File: src/rtl/gcsa_pkg.sv
`default_nettype none

package gcsa_pkg;

    // Fixed field widths
    localparam int TILE_BITS     = 8;
    localparam int GW_BITS       = 11;
    localparam int GH_BITS       = 13;
    localparam int THR_BITS      = 4;
    localparam int CFG_IDX_BITS  = 3;
    localparam int CFG_DATA_BITS = 13;

    // Geometry defaults and limits
    localparam int DEF_MAX_WIDTH  = 1024;
    localparam int DEF_MAX_HEIGHT = 4096;
    localparam int MIN_DIM        = 3;
    // Column field in a queued op, wide enough for the largest supported row
    localparam int OP_COL_BITS    = 12;

    // Op queue between front and back
    localparam int QUEUE_DEPTH  = 4;
    localparam int QPTR_BITS    = $clog2(QUEUE_DEPTH);
    localparam int QCOUNT_BITS  = $clog2(QUEUE_DEPTH + 1);

    // Register reset values
    localparam logic [GW_BITS-1:0]   RST_GRID_WIDTH     = 11'd1024;
    localparam logic [GH_BITS-1:0]   RST_GRID_HEIGHT    = 13'd4096;
    localparam logic [TILE_BITS-1:0] RST_EMPTY_CODE     = 8'd0;
    localparam logic [TILE_BITS-1:0] RST_FILL_CODE      = 8'd1;
    localparam logic [THR_BITS-1:0]  RST_FILL_THRESHOLD = 4'd5;

    // Command code of an input word
    localparam logic CMD_DRAIN = 1'b1;

    typedef enum logic [CFG_IDX_BITS-1:0] {
        CFG_GRID_WIDTH,
        CFG_GRID_HEIGHT,
        CFG_EMPTY_CODE,
        CFG_FILL_CODE,
        CFG_FILL_THRESHOLD
    } t_cfg_idx;

    typedef struct packed {
        logic                 cmd;
        logic [TILE_BITS-1:0] tile_in;
    } t_in_word;

    typedef struct packed {
        logic [TILE_BITS-1:0] tile_out;
        logic                 frame_last;
    } t_out_word;

    // One result to produce: classified by the front, carried out by the back
    typedef struct packed {
        logic                   smooth;
        logic                   last;
        logic [OP_COL_BITS-1:0] col;
        logic [TILE_BITS-1:0]   raw;
        logic [TILE_BITS-1:0]   right;
        logic [TILE_BITS-1:0]   dl;
        logic [TILE_BITS-1:0]   dc;
        logic [TILE_BITS-1:0]   dr;
    } t_op;

    typedef struct packed {
        logic push;
        t_op  op;
    } t_q_wr;

    typedef struct packed {
        logic valid;
        t_op  op;
    } t_q_rd;

    typedef struct packed {
        logic [TILE_BITS-1:0] empty_code;
        logic [TILE_BITS-1:0] fill_code;
        logic [THR_BITS-1:0]  fill_threshold;
    } t_rule_cfg;

endpackage

`default_nettype wire

File: src/rtl/gcsa_queue.sv
`default_nettype none

module gcsa_queue (
    input  wire logic                             i_clk,
    input  wire logic                             i_rst_n,
    input  wire gcsa_pkg::t_q_wr                  i_q_wr,
    input  wire logic                             i_pop,
    output gcsa_pkg::t_q_rd                       o_q_rd,
    output logic [gcsa_pkg::QCOUNT_BITS-1:0]      o_count
);

    localparam int DEPTH = gcsa_pkg::QUEUE_DEPTH;
    localparam int PB    = gcsa_pkg::QPTR_BITS;
    localparam int CB    = gcsa_pkg::QCOUNT_BITS;

    gcsa_pkg::t_op r_slot [DEPTH];
    logic [PB-1:0] r_wr_ptr, r_rd_ptr;
    logic [CB-1:0] r_count;

    // Pointers and fill level; the front never pushes into a full queue
    always_ff @(posedge i_clk) begin
        if (!i_rst_n) begin
            r_wr_ptr <= '0;
            r_rd_ptr <= '0;
            r_count  <= '0;
        end else begin
            if (i_q_wr.push) begin
                r_wr_ptr <= (r_wr_ptr == PB'(DEPTH - 1)) ? '0 : r_wr_ptr + PB'(1);
            end
            if (i_pop) begin
                r_rd_ptr <= (r_rd_ptr == PB'(DEPTH - 1)) ? '0 : r_rd_ptr + PB'(1);
            end
            unique case ({i_q_wr.push, i_pop})
                2'b10:   r_count <= r_count + CB'(1);
                2'b01:   r_count <= r_count - CB'(1);
                default: r_count <= r_count;
            endcase
        end
    end

    always_ff @(posedge i_clk) begin
        if (i_q_wr.push) begin
            r_slot[r_wr_ptr] <= i_q_wr.op;
        end
    end

    assign o_q_rd.valid = (r_count != '0);
    assign o_q_rd.op    = r_slot[r_rd_ptr];
    assign o_count      = r_count;

endmodule

`default_nettype wire

File: config.mk
export PLATFORM = sky130hd
export DESIGN_NAME = gcsa_queue
export DESIGN_NICKNAME = d
export VERILOG_FILES = /design/src/rtl/gcsa_pkg.sv /design/src/rtl/gcsa_queue.sv
export SDC_FILE = /design/constraint.sdc
export NUM_CORES = 1
export LEC_CHECK = 0
export BUFFER_PORTS_ARGS = -buffer_cell sky130_fd_sc_hd__buf_2
export CELL_PAD_IN_SITES_DETAIL_PLACEMENT = 0
export CELL_PAD_IN_SITES_GLOBAL_PLACEMENT = 1
export CORE_ASPECT_RATIO = 0.9
export CORE_UTILIZATION = 54
export CTS_CLUSTER_SIZE = 12
export DETAILED_ROUTE_END_ITERATION = 7
export HOLD_SLACK_MARGIN = 0.06
export PLACE_DENSITY = 0.9
export SLEW_MARGIN = 20
export SYNTH_ARGS = -nofsm -noshare
export SYNTH_HDL_FRONTEND = slang
export SYNTH_SLANG_ARGS = --single-unit
File: constraint.sdc
create_clock -name i_clk -period 3.82 [get_ports i_clk]
set_clock_uncertainty 0.2 [all_clocks]
set_input_delay 1.146 -clock i_clk [delete_from_list [all_inputs] [get_ports i_clk]]
set_output_delay 1.146 -clock i_clk [all_outputs]
set_load 0.02 [all_outputs]
# Yosys cells after proc, flatten, opt, wreduce, memory -nomap -nowiden
# Memories as Yosys holds them, arrays and structs flattened. A register that Yosys moved wholly into a read port is not among the register bits.
# Cells that the tools add are included.
# W data, S select, Z words.
# word_totals
register_bits	7
mem_bits_rw	216
in_bits	58
wordCells	21
n_memories	1
# op_classes
add_sub_neg	4
eq_ne	4
mux	7
n_reduce_logical	2
# memory_table
name	depth	word_bits	rd	rd_clocked_by_memory_dff	write_ports	line_no	source
r_slot	4	54	1	1	1	gcsa_queue.sv:16	gcsa_pkg::t_op r_slot [DEPTH];
# ops
op	n
$mux W2	4
$eq A2 B2 Y1 const B	3
$pmux W3 S2	1
$add A2 B1 Y2 const B	2
$add A3 B1 Y3 const B	1
$reduce_bool A3 Y1	1
$sub A3 B1 Y3 const B	1
$eq A2 B1 Y1 const B	1
$mux W1	2
$reduce_bool A2 Y1	1

# Depth between registers and ports, before layout
# Gate-level depths: netlist (run 1).
# depth
word_depth	4
ltp_mapped	6
depth_no_buf	6

# Worst setup path before layout (run 1)
# No wires, ideal clock.
# synth_path
path_kind	input -> register
start	in i_q_wr[54] (netlist name)
end	mem r_slot[0][0] (netlist name), enable pin
setup_ns	0.417
arrival_ns	2.430
t_required_ns	3.203
setup_slack_ns	0.773
stages	1
path_buffers	0
cell_sequence	and2_1
# synth_between
elab_chain_cells	2
# synth_lines
element	line_no	source
start, declared	gcsa_queue.sv:6	input wire gcsa_pkg::t_q_wr i_q_wr,
$mux W1	gcsa_queue.sv:42	if (i_q_wr.push) begin
$mux W1 (not written as such)	gcsa_queue.sv:43	r_slot[r_wr_ptr] <= i_q_wr.op;
end, declared	gcsa_queue.sv:16	
# No other way between the ends.

==> qor.yml, run 1 <==
status: "finished, final reports clean"
drc: 0
leakage_uw: 0.00334
vias: 3766
ys.warnings.count: 0
end_kind: "output port"
ir_drop_mv: 0.360
dieArea_um2: 15900
initialDrtViolationCount: 232
die_y_um: 120
p_comb_share_pct: 9.6
hold_class: "reg2reg"
min_from: "o_count[2]"
r2r_cells: 3
reg2reg_to: "r_slot[3][22]"
internal_power_uw: 4150
cts_tree: "built"
critPathRequiredTime_ns: 2.47
critical_path_arrival_ns: 2.11
htree_num_levels: 1
overflow: 0
hold_ws_ns: 0.324
setup_tns_ns: 0
max_cap_violations: 0
start_util_pct: 55.9
ys_seq_area_share_pct: 80.2
setup_slack_ns: 0.365
final_cell_mix: "216 x edfxtp_1, 115 x buf_2, 50 x mux4_2"
antenna_cells: 0
fillers: 986
r2r_slack_ns: 1.78
root_buffer: "clkbuf_16"
crit_end: "o_q_rd[18]"
ant_nets: 0
routed_via_density: 5.59
maxSlewViolCount: 0
syn_avg_cell_area_um2: 25.6
finalHoldViolCount: 0
synth_nets: 389
worst_r2r_startpoint: "r_wr_ptr[0]"
power_density_nw_per_um2: 540
cts_hold_buf: 0
cp-start-kind: "flop"
min_period_ns: 3.45
pwr-share-seq_pct: 53.8
max_freq_mhz: 289
crit_type: "reg2out"
period_share_pct: 90.4
routedWlPerCell_um: 21.3
cts_sinks: 225
synth_cells: 324
p_sw_uw: 1140
cts_made_buffers: 23
row_count: 42
syn2layout_area_growth_pct: 18.0
post-route-cell-area_um2: 9800
grt_pass1_wl_um: 22500
pin_count: 116
gp_congestion: 0.686
dpl_cell_area_um2: 9160
grt_pass1_vias: 3987
max_slew_margin_pct: 59.0
yosysUniqueCellTypes: 21
crit_fanout: 22
ys_ff_latch: 225
syn-cell-area_um2: 8310
final_common_cell: "edfxtp_1"
grt_antenna_before_repair: 1
max_slew.worst_pin.slew_ns: 0.614
drive_above_1_share_pct: 43.5
setup_viol: 0
routed_wl_um: 14300
cts_buffer_depth: 3
rsz0062_at_grt: "false"
post_cts_buffers: 0
grt_max_degree: 40
drt-pass1-iter-count: 4
clockPowerShare_pct: 36.6
core_um2: 14900
clk_transition_reported_paths_ns: 0.05
port_buffers: 115
switching_share_pct: 21.6
track_usage_pct: 19.0
place_ws_ns: 0.817
place_hpwl_um: 8910
layout.nets: 528
clk_latency_ns: 0.49
die_w_um: 133
ctsResizeCount: 0
[cell type report]
class                      instances  area, um^2  area share, %
sequential                       225        6670           68.1
multi-input combinational         84        1490           15.2
timing repair buffer             126         733           7.48
clock buffer                      35         631           6.43
tap                              198         248           2.53
clock inverter                     3        12.5          0.128
inverter                           3        11.3          0.115
[worst min-delay path by stage]
stage	slack (ns)	cells past startpoint	endpoint
2_1_floorplan	0.31	2	flop
3_3_place_gp	0.29	2	o_count[2]
3_5_place_dp	0.32	2	o_count[2]
4_1_cts	0.33	2	o_count[2]
5_1_grt	0.35	2	o_count[2]
6_report	0.32	2	o_count[2]
[synth_stat cells]
| library cell | n | area share (%) |
|---|---|---|
| mux2i_1 | 3 | 0.36 |
| nor2b_1 | 5 | 0.38 |
| mux4_2 | 50 | 14 |
| buf_2 | 5 | 0.30 |
| clkbuf_2 | 1 | 0.060 |
| o21a_1 | 1 | 0.090 |
| and2_1 | 5 | 0.38 |
| buf_12 | 5 | 1.2 |
| nor3b_1 | 2 | 0.18 |
| inv_1 | 3 | 0.14 |
| edfxtp_1 | 216 | 78 |
| dfxtp_1 | 9 | 2.2 |
| xnor2_1 | 2 | 0.21 |
| fa_1 | 1 | 0.24 |
| or3_1 | 2 | 0.15 |
| ha_1 | 6 | 0.90 |
| a21oi_1 | 1 | 0.060 |
| o21ai_0 | 1 | 0.060 |
| buf_6 | 1 | 0.14 |
| a21boi_0 | 1 | 0.090 |
| mux4_1 | 4 | 1.3 |
[power by group through the flow]
| stage | combinational [uW] | sequential, uW | clock [uW] |
|---|---|---|---|
| floorplan | 336 | 2890 | 0 |
| global placement | 501 | 2890 | 0 |
| detailed placement | 516 | 2900 | 0 |
| CTS | 518 | 2850 | 1980 |
| global route | 542 | 2860 | 2070 |
| finish | 507 | 2850 | 1940 |
[cell families after synthesis]
logic type	synth area share [%]
simple gates	1.08
compound gates	0.301
xor+xnor	0.211
flops	80.2
buf+inv	1.84
fa+ha+maj	1.14
mux	15.2
[routing by layer]
| metal | global-route usage [%] | wire length, um | part of all wire [%] | vias to the layer above |
|---|---|---|---|---|
| met5 | 0 | 0 | 0 | - |
| met4 | 4.67 | 208 | 1.5 | 0 |
| met3 | 4.14 | 905 | 6.3 | 19 |
| met2 | 32.0 | 7250 | 51 | 124 |
| met1 | 25.8 | 5960 | 42 | 1965 |
| li1 | - | - | - | 1658 |
[per-stage QoR]
step,power [uW],util [%],cells
floorplan,3230,-,324
global placement,3400,61.6,636
finish,5300,65.9,674
detailed placement,3420,61.6,636
global route,5480,65.9,674
CTS,5350,65.9,674
[worst max-delay path, cell delays in order (launching register included)]
cell	delay, ns
dfxtp_4	0.64
buf_4	0.27
mux4_2	0.54
buf_2	0.18
[registers in the layout, indices dropped and copies added, names as in the netlist, named ones only]
register / count
r_slot: 216
o_count: 3
r_rd_ptr: 2
r_wr_ptr: 2
Power figures use the tool's default switching activity.
==> run 2: changes to the inputs <==
CORE_UTILIZATION = 50   (was 54)
PLACE_DENSITY = 0.85   (was 0.9)
==> run 2 against run 1 <==
Net effect:
- combinational power fell by 2%
- non-clock buffer count up 2
- setup slack lost 0.026 ns
- maximum frequency down 0.74%
- critical path type unchanged
- routed wire length down 4.4%
- global-route usage shrank 2.2 points
- count of clock-buffer cells in the layout is 1 lower
- worst hold slack better by 0.042 ns
- critical path depth did not move
- clock power increased by 5%
- final area grew 0.34%
==> qor.yml, run 2 (synthesized netlist as in run 1, its figures left out) <==
die_w_um: 138
hold_ws_ns: 0.366
hold_class: "reg2reg"
grt_antenna_before_repair: 0
fillers: 1157
track_usage_pct: 16.9
min_period_ns: 3.48
r2r_cells: 3
reg2reg_to: "r_slot[3][33]"
leakage_uw: 0.00337
place_hpwl_um: 8210
slowest_stage: "dfxtp_4"
ctsResizeCount: 0
seqCellArea_um2: 6670
cts_tree: "built"
cts_made_buffers: 24
r2r_slack_ns: 2.05
worst_r2r_startpoint: "r_wr_ptr[0]"
critical-path-top-delay-family: "flip-flops"
power_density_nw_per_um2: 549
min_from: "r_rd_ptr[1]"
dieArea_um2: 17100
routed_via_density: 5.47
overflow: 0
largest_reg_flops: 216
final_common_cell: "edfxtp_1"
crit_type: "reg2out"
setup_viol: 0
die_y_um: 124
ant_nets: 0
max_slew.worst_pin.slew_ns: 0.508
final_cell_mix: "216 x edfxtp_1, 115 x buf_2, 50 x mux4_2"
routedWlPerCell_um: 19.9
layout.nets: 531
drive_above_1_share_pct: 44.6
path_cells: "buf_4 -> mux4_1 -> buf_2"
p_total_uw: 5390
grt_max_degree: 41
htree_num_levels: 1
met3_length_um: 855
wl_met2_um: 7090
met1Wirelength_um: 5450
cp-start-kind: "flop"
core_um2: 16200
gp_congestion: 0.722
max_cap_violations: 0
initialDrtViolationCount: 172
ir_drop_mv: 0.346
place_ws_ns: 0.801
max_slew_margin_pct: 66.1
max_freq_mhz: 287
cts_buffer_depth: 3
setup_slack_ns: 0.339
grt_pass1_wl_um: 21500
end_kind: "output port"
status: "finished, final reports clean"
hold_path_depth: 2
clk_latency_ns: 0.50
cp_num_buf_inv: 2
slowest_delay_ns: 0.58
vias: 3760
port_buffers: 115
grt_pass1_vias: 4051
cts_sinks: 225
critPathRequiredTime_ns: 2.47
multi_input_area_um2: 1490
post_cts_buffers: 0
root_buffer: "clkbuf_16"
finalHoldViolCount: 0
antenna_cells: 0
critical_path_arrival_ns: 2.13
clk_transition_reported_paths_ns: 0.06
drc: 0
syn2layout_area_growth_pct: 18.4
cts_hold_buf: 0
routed_wl_um: 13700
rsz0062_at_grt: "false"
row_count: 44
crit_fanout: 19
drt-pass1-iter-count: 4
start_util_pct: 51.3
period_share_pct: 91.1
setup_tns_ns: 0
top_register: "r_slot"
maxSlewViolCount: 0
top_layer: "met4"
fin_util_pct: 60.8
pin_count: 116
[run 2: changes by cell type in the layout (fill, tap and decap cells not counted), sizes merged]
cell | before | now
clkinv | 3 | 5
clkbuf | 35 | 34
inv | 3 | 4
buf | 126 | 128
[run 2: tightest hold or removal path: stages, from the launching register on]
cell and delay [ns]:
dfxtp_1 0.32, mux2i_1 0.13, nor2b_1 0.07
[run 2: power by group]
group / switching (uW) / internal, uW
combinational: 285 / 211
clock: 834 / 1210
sequential: 40.5 / 2810
[run 2: worst max-delay path by stage]
stage	from	end	slack (ns)	cells after the start
floorplan	i_q_wr[54]	r_slot[0][0]	0.77	1
global placement	flop	o_q_rd[41]	0.79	3
detailed placement	flop	o_q_rd[52]	0.80	3
CTS	flop	o_q_rd[52]	0.26	3
global route	flop	o_q_rd[41]	0.19	3
finish	flop	o_q_rd[52]	0.34	3
[run 2: per-layer routing]
layer | vias to the layer above | GRT usage [%]
li1 | 1659 | -
met1 | 1967 | 21.1
met3 | 26 | 4.60
met5 | - | 0
met2 | 108 | 28.8
met4 | 0 | 4.54
[run 2: stage by stage]
stage                     cell area [um^2]  std cells
after global placement                9130        647
final                                 9830        687
after CTS                             9830        687
after global routing                  9830        687
after detailed placement              9130        647
after floorplan                       8310        324
[run 2: cell type report]
type                       instances  area share, %
tap                              207           2.63
timing repair buffer             128           7.10
sequential                       225           67.8
inverter                           3          0.115
clock inverter                     6          0.318
clock buffer                      34           6.81
multi-input combinational         84           15.2
==> run 3: changes to the inputs <==
CELL_PAD_IN_SITES_DETAIL_PLACEMENT = unset   (was 0)
CELL_PAD_IN_SITES_GLOBAL_PLACEMENT = unset   (was 1)
GPL_ROUTABILITY_DRIVEN = 0   (was unset)
PLACE_DENSITY = 0.77   (was 0.85)
==> run 3 against run 2 <==
Net effect:
- total power is 2.1% lower
- die area unchanged
- utilization decreased by 0.22 points
- sequential cell count unchanged
- global-route usage is essentially flat
- non-clock buffer count down 4
- sequential power is essentially flat
- combinational power rose by 2%
- critical path depth unchanged
- routed wire length up 1.1%
- critical path type unchanged
- highest routed layer unchanged
==> qor.yml, run 3 (synthesized netlist as in run 1, its figures left out) <==
crit_type: "reg2out"
cts_buffer_depth: 3
grt_max_degree: 55
routed_via_density: 5.42
min_from: "o_count[2]"
drive_above_1_share_pct: 43.3
vias: 3689
path_cells: "buf_12 -> mux4_1 -> buf_2"
fin_util_pct: 60.5
syn2layout_area_growth_pct: 18.0
reg2reg_to: "r_slot[2][12]"
power_density_nw_per_um2: 539
largest_reg_flops: 216
cts_tree: "built"
end_kind: "output port"
hold_path_depth: 2
htree_num_levels: 1
setup_viol: 0
crit_fanout: 22
worst_r2r_startpoint: "r_wr_ptr[0]"
fillers: 1149
port_buffers: 115
top_register: "r_slot"
start_util_pct: 51.3
cts_hold_buf: 0
r2r_cells: 4
max_cap_violations: 0
drt-pass1-iter-count: 4
p_total_uw: 5280
root_buffer: "clkbuf_16"
row_count: 44
ant_nets: 0
min_period_ns: 3.44
cp_num_buf_inv: 2
r2r_slack_ns: 1.73
max_slew_margin_pct: 57.0
place_hpwl_um: 8520
clk_latency_ns: 0.48
overflow: 0
leakage_uw: 0.00333
die_w_um: 138
ctsResizeCount: 0
grt_antenna_before_repair: 1
routedWlPerCell_um: 20.3
cts_sinks: 225
critical_path_arrival_ns: 2.09
die_y_um: 124
cp-start-kind: "flop"
ir_drop_mv: 0.342
drc: 0
slowest_delay_ns: 0.58
period_share_pct: 90.0
hold-path-endpoint: "o_count[2]"
max_freq_mhz: 291
grt_pass1_vias: 3970
layout.nets: 526
finalHoldViolCount: 0
cp_num_cells: 3
pin_count: 116
hold_class: "reg2reg"
final_common_cell: "edfxtp_1"
grt_pass1_wl_um: 21400
setup_tns_ns: 0
track_usage_pct: 16.8
cts_made_buffers: 23
place_ws_ns: 0.843
slowest_stage: "dfxtp_4"
critical-path-top-delay-family: "flip-flops"
core_um2: 16200
routed_wl_um: 13800
dieArea_um2: 17100
clk_transition_reported_paths_ns: 0.06
setup_slack_ns: 0.382
final_cell_mix: "216 x edfxtp_1, 115 x buf_2, 50 x mux4_2"
status: "finished, final reports clean"
maxSlewViolCount: 0
critPathRequiredTime_ns: 2.47
rsz0062_at_grt: "false"
initialDrtViolationCount: 204
max_slew.worst_pin.slew_ns: 0.644
post_cts_buffers: 0
==> run 3: cell count changes in the layout (fill, tap and decap cells not counted), sizes merged <==
cell / change
diode: +1
clkinv: -3
buf: -4
clkbuf: +1
inv: -1
==> run 3: how the worst max path moves through the flow <==
stage	startpoint	end	slack (ns)
6_report	flop	o_q_rd[42]	0.38
5_1_grt	flop	o_q_rd[42]	0.24
4_1_cts	flop	o_q_rd[42]	0.31
3_5_place_dp	flop	o_q_rd[42]	0.84
3_3_place_gp	flop	o_q_rd[42]	0.84
2_1_floorplan	i_q_wr[54]	r_slot[0][0]	0.77
==> run 3: area by class of cell <==
class	instances	area [um^2]	share of cell area, %
diodes	1	2.50	0.0255
clock buffers	35	631	6.44
clock inverters	2	12.5	0.128
inverters	3	11.3	0.115
multi-input cells	84	1490	15.2
flip-flops and latches	225	6670	68.1
well taps	207	259	2.64
repair buffers	124	718	7.33
==> run 3: metrics by stage <==
| stage | instances | instance area (um^2) | hold slack [ns] |
|---|---|---|---|
| global placement | 643 | 9150 | 0.287 |
| CTS | 680 | 9800 | 0.343 |
| detailed placement | 643 | 9150 | 0.339 |
| finish | 681 | 9800 | 0.336 |
| global route | 680 | 9800 | 0.372 |
| floorplan | 324 | 8310 | 0.312 |
==> run 3: metal layers <==
layer  track usage, %  up-vias  wire length (um)
met5                0        -                 0
met4             5.05        0               262
met3             4.03       30              1010
met2             27.1      115              6820
met1             22.8     1886              5750
li1                 -     1658                 -
==> run 3: tightest hold or removal path: stages, from the launching register on <==
cell	delay, ns
dfxtp_1	0.33
o21ai_0	0.08
a21boi_0	0.08
==> run 3: where the power goes <==
part,switching (uW),leakage (uW),internal [uW]
combinational,290,0.000960,214
sequential,35.7,0.00206,2810
clock,803,0.000309,1130
